$ cat config.mk
export PLATFORM = sky130hd
export DESIGN_NAME = key_velocity_state_machine_core
export DESIGN_NICKNAME = d
export VERILOG_FILES = /design/src/design/kvsm_pkg.sv /design/src/design/key_velocity_state_machine_core.sv
export SDC_FILE = /design/constraint.sdc
export NUM_CORES = 2
export LEC_CHECK = 0
export ABC_CLOCK_PERIOD_IN_PS = 14700
export BUFFER_PORTS_ARGS = -buffer_cell sky130_fd_sc_hd__buf_4
export CAP_MARGIN = 20
export CORE_MARGIN = 8
export CORE_UTILIZATION = 35
export CTS_CLUSTER_DIAMETER = 150
export DETAILED_ROUTE_END_ITERATION = 6
export PLACE_DENSITY = 0.6
export REMOVE_ABC_BUFFERS = 1
export SYNTH_ARGS = -nofsm -noshare
export SYNTH_HDL_FRONTEND = slang
export SYNTH_SLANG_ARGS = --single-unit
$ cat constraint.sdc
create_clock -name clock -period 14.7 [get_ports clock]
set_input_delay 2.94 -clock clock [delete_from_list [all_inputs] [get_ports clock]]
set_output_delay 2.94 -clock clock [all_outputs]
set_load 0.01 [all_outputs]
$ cat src/design/kvsm_pkg.sv
// Shared constants for the key velocity state machine core.
package kvsm_pkg;

   localparam int KEY_W    = 6;
   localparam int OP_W     = 2;
   localparam int TIME_W   = 32;
   localparam int VEL_W    = 7;
   localparam int NOTE_W   = 7;
   localparam int PHASE_W  = 2;
   localparam int CSR_IDX_W = 3;
   localparam int CSR_DATA_W = 32;

   localparam int NUM_KEYS_DEFAULT = 64;

   // contact events
   localparam logic [OP_W-1:0] OP_HALF_PRESSED  = 2'd0;
   localparam logic [OP_W-1:0] OP_FULL_PRESSED  = 2'd1;
   localparam logic [OP_W-1:0] OP_HALF_RELEASED = 2'd2;
   localparam logic [OP_W-1:0] OP_FULL_RELEASED = 2'd3;

   // per-key phases
   localparam logic [PHASE_W-1:0] PH_IDLE           = 2'd0;
   localparam logic [PHASE_W-1:0] PH_HALF_PRESSING  = 2'd1;
   localparam logic [PHASE_W-1:0] PH_FULL           = 2'd2;
   localparam logic [PHASE_W-1:0] PH_HALF_RELEASING = 2'd3;

   // register indexes
   localparam logic [CSR_IDX_W-1:0] CSR_MIN_VELOCITY    = 3'd0;
   localparam logic [CSR_IDX_W-1:0] CSR_MAX_VELOCITY    = 3'd1;
   localparam logic [CSR_IDX_W-1:0] CSR_FASTEST_TIME_US = 3'd2;
   localparam logic [CSR_IDX_W-1:0] CSR_SLOWEST_TIME_US = 3'd3;
   localparam logic [CSR_IDX_W-1:0] CSR_LOWEST_NOTE     = 3'd4;

   // register reset values
   localparam logic [VEL_W-1:0]  MIN_VELOCITY_RST    = 7'd30;
   localparam logic [VEL_W-1:0]  MAX_VELOCITY_RST    = 7'd127;
   localparam logic [TIME_W-1:0] FASTEST_TIME_US_RST = 32'd10000;
   localparam logic [TIME_W-1:0] SLOWEST_TIME_US_RST = 32'd40000;
   localparam logic [NOTE_W-1:0] LOWEST_NOTE_RST     = 7'd36;

endpackage

$ cat src/design/key_velocity_state_machine_core.sv
// Key velocity scanner: per-key two-contact state machine with iterative velocity divide.
//
// Request channel (req_*): one contact event per request, key index, contact op and a
// free-running microsecond timestamp. Taken when req_valid is high and req_stall is low.
// Response channel (rsp_*): zero or one MIDI-style note message per request. A note-on
// carries the strike velocity, a note-off carries velocity zero. Taken when rsp_valid is
// high and rsp_stall is low.
// csr_*: write-only registers (min/max velocity, fastest/slowest stroke time, lowest
// note). The user must write them only while the block is idle; this is not enforced.
// Timing: one request at a time; req_stall is high from the cycle after acceptance until
// the block is idle again. An event that emits nothing returns to idle from S_READ. A
// note-off response passes S_READ and S_OUT before it is registered. A note-on at or
// below the fastest time or at or beyond the slowest ends after the compares; any other
// runs compares, one multiply and a 7-step restoring divide on the shared subtractor.
// The block goes idle as the response is registered, so the divide path sets the worst
// case per request. The response sits in an output register; while it is stalled the
// block can still accept and work on the next request, holding only if a second result
// is ready.
// Reset (synchronous): all keys idle, registers at their defaults, no response pending.
// Stroke start times are only read after they were written, so they have no reset.
module key_velocity_state_machine_core #(
   parameter int NUM_KEYS = kvsm_pkg::NUM_KEYS_DEFAULT
) (
   input  logic                                clock,
   input  logic                                reset,
   // request
   input  logic                                req_valid,
   output logic                                req_stall,
   input  logic [kvsm_pkg::KEY_W-1:0]          req_key_index,
   input  logic [kvsm_pkg::OP_W-1:0]           req_op,
   input  logic [kvsm_pkg::TIME_W-1:0]         req_timestamp_us,
   // response
   output logic                                rsp_valid,
   input  logic                                rsp_stall,
   output logic                                rsp_note_on,
   output logic [kvsm_pkg::NOTE_W-1:0]         rsp_note_number,
   output logic [kvsm_pkg::VEL_W-1:0]          rsp_velocity,
   // configuration
   input  logic                                csr_write,
   input  logic [kvsm_pkg::CSR_IDX_W-1:0]      csr_index,
   input  logic [kvsm_pkg::CSR_DATA_W-1:0]     csr_wdata
);

   localparam int KeyAw  = (NUM_KEYS > 1) ? $clog2(NUM_KEYS) : 1;
   localparam int ProdW  = kvsm_pkg::TIME_W + kvsm_pkg::VEL_W;
   localparam int CntW   = 3;
   localparam logic [7:0] NumKeysV = 8'(NUM_KEYS);
   localparam logic [CntW-1:0] DivTop = 3'(kvsm_pkg::VEL_W - 1);

   localparam logic [3:0] S_IDLE = 4'd0;
   localparam logic [3:0] S_READ = 4'd1;
   localparam logic [3:0] S_DIFF = 4'd2;
   localparam logic [3:0] S_SLOW = 4'd3;
   localparam logic [3:0] S_DEN  = 4'd4;
   localparam logic [3:0] S_MUL  = 4'd5;
   localparam logic [3:0] S_DIV  = 4'd6;
   localparam logic [3:0] S_FIN  = 4'd7;
   localparam logic [3:0] S_OUT  = 4'd8;

   // configuration registers
   logic [kvsm_pkg::VEL_W-1:0]  min_vel_ff, max_vel_ff;
   logic [kvsm_pkg::TIME_W-1:0] fast_ff, slow_ff;
   logic [kvsm_pkg::NOTE_W-1:0] low_note_ff;

   // key memories
   logic [kvsm_pkg::PHASE_W-1:0] phase_mem [NUM_KEYS];
   logic [kvsm_pkg::TIME_W-1:0]  time_mem  [NUM_KEYS];
   logic [NUM_KEYS-1:0]          key_valid_ff;

   logic [3:0]                   state_ff, state_in;
   logic [kvsm_pkg::KEY_W-1:0]   key_ff;
   logic [kvsm_pkg::OP_W-1:0]    op_ff;
   logic [kvsm_pkg::TIME_W-1:0]  ts_ff;
   logic [kvsm_pkg::PHASE_W-1:0] phase_rd_ff;
   logic                         valid_rd_ff;
   logic [kvsm_pkg::TIME_W-1:0]  time_rd_ff;

   logic [kvsm_pkg::TIME_W-1:0]  dt_ff, dt_in;
   logic [kvsm_pkg::TIME_W-1:0]  diff_ff, diff_in;
   logic [kvsm_pkg::TIME_W-1:0]  den_ff, den_in;
   logic [ProdW-1:0]             rem_ff, rem_in;
   logic [kvsm_pkg::VEL_W-1:0]   q_ff, q_in;
   logic [CntW-1:0]              cnt_ff, cnt_in;
   logic                         neg_ff, neg_in;
   logic [kvsm_pkg::VEL_W-1:0]   span_abs_ff, span_abs_in;
   logic                         res_on_ff, res_on_in;
   logic [kvsm_pkg::VEL_W-1:0]   res_vel_ff, res_vel_in;

   logic                         rsp_valid_ff, rsp_valid_in;
   logic                         rsp_on_ff, rsp_on_in;
   logic [kvsm_pkg::NOTE_W-1:0]  rsp_note_ff, rsp_note_in;
   logic [kvsm_pkg::VEL_W-1:0]   rsp_vel_ff, rsp_vel_in;

   logic                         req_accept;
   logic [KeyAw-1:0]             req_addr, key_addr;
   logic                         key_in_range;
   logic [kvsm_pkg::PHASE_W-1:0] cur_phase, next_phase;
   logic                         phase_we, time_we;
   logic [ProdW-1:0]             alu_a, alu_b;
   logic [ProdW:0]               alu_d;
   logic                         alu_borrow;
   logic [7:0]                   span;
   logic [ProdW-1:0]             prod;
   logic                         out_free;

   assign req_stall  = (state_ff != S_IDLE);
   assign req_accept = req_valid && !req_stall;
   assign req_addr   = KeyAw'(req_key_index);
   assign key_addr   = KeyAw'(key_ff);
   assign key_in_range = ({2'b00, key_ff} < NumKeysV);
   assign cur_phase  = valid_rd_ff ? phase_rd_ff : kvsm_pkg::PH_IDLE;
   assign out_free   = !rsp_valid_ff || !rsp_stall;

   // shared subtractor
   assign alu_d      = {1'b0, alu_a} - {1'b0, alu_b};
   assign alu_borrow = alu_d[ProdW];

   assign span = {1'b0, max_vel_ff} - {1'b0, min_vel_ff};
   assign prod = ProdW'(diff_ff) * ProdW'(span_abs_ff);

   assign rsp_valid       = rsp_valid_ff;
   assign rsp_note_on     = rsp_on_ff;
   assign rsp_note_number = rsp_note_ff;
   assign rsp_velocity    = rsp_vel_ff;

   // configuration
   always_ff @(posedge clock) begin
      if (reset) begin
         min_vel_ff  <= kvsm_pkg::MIN_VELOCITY_RST;
         max_vel_ff  <= kvsm_pkg::MAX_VELOCITY_RST;
         fast_ff     <= kvsm_pkg::FASTEST_TIME_US_RST;
         slow_ff     <= kvsm_pkg::SLOWEST_TIME_US_RST;
         low_note_ff <= kvsm_pkg::LOWEST_NOTE_RST;
      end else if (csr_write) begin
         case (csr_index)
            kvsm_pkg::CSR_MIN_VELOCITY:    min_vel_ff  <= csr_wdata[kvsm_pkg::VEL_W-1:0];
            kvsm_pkg::CSR_MAX_VELOCITY:    max_vel_ff  <= csr_wdata[kvsm_pkg::VEL_W-1:0];
            kvsm_pkg::CSR_FASTEST_TIME_US: fast_ff     <= csr_wdata;
            kvsm_pkg::CSR_SLOWEST_TIME_US: slow_ff     <= csr_wdata;
            kvsm_pkg::CSR_LOWEST_NOTE:     low_note_ff <= csr_wdata[kvsm_pkg::NOTE_W-1:0];
            default: ;
         endcase
      end
   end

   // key memories, registered read on request accept
   always_ff @(posedge clock) begin
      if (phase_we) begin
         phase_mem[key_addr] <= next_phase;
      end
      if (time_we) begin
         time_mem[key_addr] <= ts_ff;
      end
      if (req_accept) begin
         phase_rd_ff <= phase_mem[req_addr];
         time_rd_ff  <= time_mem[req_addr];
         key_ff      <= req_key_index;
         op_ff       <= req_op;
         ts_ff       <= req_timestamp_us;
      end
   end

   always_ff @(posedge clock) begin
      if (reset) begin
         key_valid_ff <= '0;
         valid_rd_ff  <= 1'b0;
      end else begin
         if (phase_we) begin
            key_valid_ff[key_addr] <= 1'b1;
         end
         if (req_accept) begin
            valid_rd_ff <= key_valid_ff[req_addr];
         end
      end
   end

   // sequencer
   always_comb begin
      state_in    = state_ff;
      dt_in       = dt_ff;
      diff_in     = diff_ff;
      den_in      = den_ff;
      rem_in      = rem_ff;
      q_in        = q_ff;
      cnt_in      = cnt_ff;
      neg_in      = neg_ff;
      span_abs_in = span_abs_ff;
      res_on_in   = res_on_ff;
      res_vel_in  = res_vel_ff;
      next_phase  = cur_phase;
      phase_we    = 1'b0;
      time_we     = 1'b0;
      alu_a       = '0;
      alu_b       = '0;
      rsp_valid_in = rsp_valid_ff;
      rsp_on_in    = rsp_on_ff;
      rsp_note_in  = rsp_note_ff;
      rsp_vel_in   = rsp_vel_ff;

      if (rsp_valid_ff && !rsp_stall) begin
         rsp_valid_in = 1'b0;
      end

      case (state_ff)
         S_IDLE: begin
            if (req_accept) begin
               state_in = S_READ;
            end
         end
         S_READ: begin
            alu_a    = ProdW'(ts_ff);
            alu_b    = ProdW'(time_rd_ff);
            dt_in    = alu_d[kvsm_pkg::TIME_W-1:0];
            state_in = S_IDLE;
            if (key_in_range) begin
               phase_we = 1'b1;
               case (cur_phase)
                  kvsm_pkg::PH_IDLE: begin
                     if (op_ff == kvsm_pkg::OP_HALF_PRESSED) begin
                        next_phase = kvsm_pkg::PH_HALF_PRESSING;
                        time_we    = 1'b1;
                     end
                  end
                  kvsm_pkg::PH_HALF_PRESSING: begin
                     if (op_ff == kvsm_pkg::OP_HALF_RELEASED) begin
                        next_phase = kvsm_pkg::PH_IDLE;
                     end else if (op_ff == kvsm_pkg::OP_FULL_PRESSED) begin
                        next_phase = kvsm_pkg::PH_FULL;
                        res_on_in  = 1'b1;
                        state_in   = S_DIFF;
                     end
                  end
                  kvsm_pkg::PH_FULL: begin
                     if (op_ff == kvsm_pkg::OP_FULL_RELEASED) begin
                        next_phase = kvsm_pkg::PH_HALF_RELEASING;
                        res_on_in  = 1'b0;
                        res_vel_in = '0;
                        state_in   = S_OUT;
                     end
                  end
                  default: begin
                     if (op_ff == kvsm_pkg::OP_HALF_RELEASED) begin
                        next_phase = kvsm_pkg::PH_IDLE;
                     end
                  end
               endcase
            end
         end
         S_DIFF: begin
            alu_a   = ProdW'(dt_ff);
            alu_b   = ProdW'(fast_ff);
            diff_in = alu_d[kvsm_pkg::TIME_W-1:0];
            // dt <= fastest: full velocity
            if (alu_borrow || (alu_d == '0)) begin
               res_vel_in = max_vel_ff;
               state_in   = S_OUT;
            end else begin
               state_in = S_SLOW;
            end
         end
         S_SLOW: begin
            alu_a = ProdW'(dt_ff);
            alu_b = ProdW'(slow_ff);
            if (!alu_borrow) begin
               res_vel_in = min_vel_ff;
               state_in   = S_OUT;
            end else begin
               state_in = S_DEN;
            end
         end
         S_DEN: begin
            alu_a    = ProdW'(slow_ff);
            alu_b    = ProdW'(fast_ff);
            den_in   = alu_d[kvsm_pkg::TIME_W-1:0];
            neg_in   = span[7];
            span_abs_in = span[7] ? 7'(-span) : span[kvsm_pkg::VEL_W-1:0];
            state_in = S_MUL;
         end
         S_MUL: begin
            rem_in   = prod;
            q_in     = '0;
            cnt_in   = DivTop;
            state_in = S_DIV;
         end
         S_DIV: begin
            // quotient is below 128 since dt - fastest < slowest - fastest
            alu_a = rem_ff;
            alu_b = ProdW'(den_ff) << cnt_ff;
            if (!alu_borrow) begin
               rem_in       = alu_d[ProdW-1:0];
               q_in[cnt_ff] = 1'b1;
            end
            if (cnt_ff == '0) begin
               state_in = S_FIN;
            end else begin
               cnt_in = cnt_ff - 1'b1;
            end
         end
         S_FIN: begin
            // floor of the velocity: round magnitude up for a positive span, down for a negative one
            if (neg_ff) begin
               res_vel_in = max_vel_ff + q_ff;
            end else begin
               res_vel_in = max_vel_ff - q_ff - 7'(rem_ff != '0);
            end
            state_in = S_OUT;
         end
         S_OUT: begin
            if (out_free) begin
               rsp_valid_in = 1'b1;
               rsp_on_in    = res_on_ff;
               rsp_note_in  = low_note_ff + {1'b0, key_ff};
               rsp_vel_in   = res_vel_ff;
               state_in     = S_IDLE;
            end
         end
         default: begin
            state_in = S_IDLE;
         end
      endcase
   end

   always_ff @(posedge clock) begin
      if (reset) begin
         state_ff     <= S_IDLE;
         rsp_valid_ff <= 1'b0;
      end else begin
         state_ff     <= state_in;
         rsp_valid_ff <= rsp_valid_in;
      end
   end

   always_ff @(posedge clock) begin
      dt_ff       <= dt_in;
      diff_ff     <= diff_in;
      den_ff      <= den_in;
      rem_ff      <= rem_in;
      q_ff        <= q_in;
      cnt_ff      <= cnt_in;
      neg_ff      <= neg_in;
      span_abs_ff <= span_abs_in;
      res_on_ff   <= res_on_in;
      res_vel_ff  <= res_vel_in;
      rsp_on_ff   <= rsp_on_in;
      rsp_note_ff <= rsp_note_in;
      rsp_vel_ff  <= rsp_vel_in;
   end

`ifndef SYNTHESIS
   a_idle_after_reset: assert property (@(posedge clock)
      reset |=> (state_ff == S_IDLE) && !rsp_valid_ff)
      else $error("state not cleared by reset");

   a_note_off_zero: assert property (@(posedge clock) disable iff (reset)
      (rsp_valid_ff && !rsp_on_ff) |-> (rsp_vel_ff == '0))
      else $error("note-off with nonzero velocity");

   a_vel_in_band: assert property (@(posedge clock) disable iff (reset)
      (state_ff == S_FIN) |=>
         ((res_vel_ff >= min_vel_ff) && (res_vel_ff <= max_vel_ff)) ||
         ((res_vel_ff <= min_vel_ff) && (res_vel_ff >= max_vel_ff)))
      else $error("velocity outside min/max band");

   a_quot_bound: assert property (@(posedge clock) disable iff (reset)
      (state_ff == S_FIN) |-> (q_ff <= span_abs_ff))
      else $error("quotient exceeds velocity span");

   a_out_waits: assert property (@(posedge clock) disable iff (reset)
      (state_ff == S_OUT && rsp_valid_ff && rsp_stall) |=>
         (state_ff == S_OUT) && $stable(rsp_note_ff))
      else $error("pending response overwritten");
`endif

endmodule
==> metrics.txt <==
outcome finished, violations left; failing checks DRC; simple-gate share of the synthesized area 0.0472; Initial DRT Pass Iterations 7; RSZ-0062 raised after global routing no; type of the worst min-delay path reg -> reg; dpl cells 10.1k; antenna-violating nets left 0; vias per cell 5.64; Slew HR 0.239; setup_tns 0 ns; gp weighted congestion 0.919; Leakage 40.4 nW; mux cell area share after synthesis 0.155; Hold Vio Cnt, Final 0; Core ar. 0.312 mm²; Ys Warns 0; Die Area 0.332 mm²; fin crit share 0.512; Synth async-reset ratio 0; Cell Rows 205; Critical Path Sink Type register; CTS Sinks 2,581; Max IR drop VDD 0.0997 mV; die height 576 µm; Ports 97; CP max FO 60; Tightest Pin Transition 1.13 ns; DR vias 60.0k; critical path class reg -> reg; CP most frequent cell a21oi_1; slowest CP cell clkinv_2; fin crit period 7.52 ns; reg2reg path depth 18; complex-gate fraction of the synthesized area 0.0388; # nets final 6,633; Layout Cells excl Fill 10.6k; max frequency 133 MHz; skew final 0.0830 ns; share of cells above drive strength 1 0.232; Mapped Area 0.110 mm²; vias in the first global route 60.2k; Max clock buf depth 4; Worst Hold Depth 0; EDFF count, synth 2,426; Post-Route WL 312,000 µm; detailed router's first-iteration violation count 7,586; pin count of the biggest net entering global routing 145; Die W 576 µm; clock insertion delay at the later pin of the skew report 0.96 ns; number of library cell types mapped by synthesis 78; Final Max Tran Viols 0; # DRC 5; # setup viols final 0; CTS tree yes; PortBufs 96; xor/xnor share of the synthesized area 0.00590; GRT overflow 0; PD cells 133 mW/mm²; Seq/Total Area, Yosys 0.692; Worst EP arrival 8.09 ns; Tot Pwr 0.0166 W; crit-path max cell delay 0.76 ns; adder-cell share of the synthesized area 0.0433; clock-pin slew on the worst setup and hold paths 0.07 ns; largest family of logic cells by synthesized area multiplexers; Most used DFF post-synth edfxtp_1; Worst Setup Start Kind register; area grow syn2layout 14.0%; PostCTS Resize Cnt 0; DR WL/cell 29.3 µm; hpwl dp 180,000 µm; syn_area_per_cell 18.2 µm²; gr usage total 0.183; cts bufs inserted 287; CTS root buf clkbuf_16; FF+latch count, synth 2,581; Cells after Synth 6,045; Required @ worst endpoint 15.27 ns; hold_buf cts 0; Initial Utilization 0.352; CTS HTree Levels 5; first-pass GRT wire length 442,000 µm; number of max-cap violations 0; initial antenna violation count 16; sequence of cells on the critical path nor2_1 -> nand2_1 -> clkinv_2 -> buf_4 -> a222oi_1 -> nand2_1 -> a21oi_1 -> ha_1 -> a21oi_1 -> a211o_1 -> a21oi_1 -> nor2_1 -> xnor2_1 -> or4_1 -> nor4_1 -> or4b_4 -> nor4b_2 -> nand2b_1; post-CTS setup buffers 0
## power breakdown
| group | switching [W] | total (W) | internal [W] |
|---|---|---|---|
| clock network | 0.00283 | 0.00686 | 0.00403 |
| registers | 0.0000599 | 0.00828 | 0.00822 |
| logic | 0.000988 | 0.00146 | 0.000472 |
| total | 0.00388 | 0.0166 | 0.0127 |
## cell families after synthesis
logic type / Yosys count
flip-flops: 2581
XOR/XNOR: 74
AND/OR/NAND/NOR: 1173
multiplexers: 784
AO/OA/AOI/OAI: 627
buffers and inverters: 519
adder cells (fa/ha/maj): 287
## Yosys cell counts, types with 19 or more instances
master	count	area share
a21o_1	23	0.0016
a21oi_1	204	0.0093
a221o_1	34	0.0031
a221oi_1	23	0.0018
a22o_1	38	0.0030
a22oi_1	19	0.0013
and2_1	59	0.0034
and3_1	28	0.0016
buf_1	74	0.0025
clkbuf_1	248	0.0085
dfxtp_1	155	0.028
edfxtp_1	2426	0.66
fa_1	155	0.028
ha_1	132	0.015
inv_1	188	0.0064
mux2_2	21	0.0022
mux2i_1	32	0.0029
mux4_2	731	0.15
nand2_1	483	0.017
nand3_1	48	0.0022
nor2_1	333	0.011
nor3_1	96	0.0044
o21ai_0	108	0.0049
xnor2_1	52	0.0041
xor2_1	22	0.0018
## sequential cells by signal (all words and copies together) (netlist names), 3 cells and up
signal / cells
span_abs_ff: 7
dt_ff: 32
q_ff: 7
rsp_velocity: 7
slow_ff: 32
time_mem: 2048
key_addr: 6
ts_ff: 32
low_note_ff: 7
rsp_note_number: 7
key_valid_ff: 64
min_vel_ff: 7
max_vel_ff: 7
time_rd_ff: 32
res_vel_ff: 7
cnt_ff: 3
rem_ff: 39
diff_ff: 32
den_ff: 32
phase_mem: 128
state_ff: 4
fast_ff: 32
## metrics by stage
stage / setup slack, ns / hold WS, ns / instance area [µm²] / util
floorplan: 4.27 / 0.400 / 109000 / -
global placement: 7.27 / 0.405 / 116000 / 0.372
detailed placement: 7.25 / 0.405 / 116000 / 0.373
CTS: 7.29 / 0.408 / 125000 / 0.401
global route: 6.95 / 0.405 / 125000 / 0.401
finish: 7.18 / 0.410 / 125000 / 0.401
## area by class of cell
type                            count  area [µm²]
Clock inverter                    126        1090
Fill cell                       27800      187000
Inverter                          191         718
Multi-Input combinational cell   2945       32300
Tap cell                         4140        5180
Timing Repair Buffer              260        2110
Sequential cell                  2581       76000
Clock buffer                      366        7790
Antenna cell                       12        30.0
## critical path: cells and delay by family, from the launching register on
kind                     cells  cell delay [ns]
XOR/XNOR                     1             0.24
AND/OR/NAND/NOR              9             3.15
buffers and inverters        2             1.40
flip-flops                   1             0.49
adder cells (fa/ha/maj)      1             0.43
AO/OA/AOI/OAI                5             1.37
## cells in the final DEF, fill, tap and decap left out, drive strengths merged, types with 32 or more instances in the layout
master	netlist	layout
xnor2	52	52
a21oi	206	206
ha	132	132
nand3	48	48
edfxtp	2426	2426
inv	189	197
buf	80	258
fa	155	155
a221o	34	34
mux4	731	731
mux2i	32	32
nand2	483	483
clkbuf	248	368
and2	60	60
dfxtp	155	155
nor2	333	333
clkinv	2	98
nor3	96	96
o21ai	109	109
a22o	38	38
## routing by layer
layer,up-vias,GRT usage,wire [µm]
li1,24600,-,-
met1,32000,0.253,128000
met2,2893,0.301,149000
met3,487,0.0319,25800
met4,8,0.0490,8350
met5,-,0,50
## final timing paths
| check | startpoint | to | slack (ns) |
|---|---|---|---|
| worst min register to register | res_on_ff | rsp_note_on | 0.41 |
| worst min-delay path | res_on_ff | rsp_note_on | 0.41 |
| worst max-delay path | state_ff[2] | res_vel_ff[5] | 7.18 |
| worst max register to register | state_ff[2] | res_vel_ff[5] | 7.18 |
(Power assumes the default switching activity.)
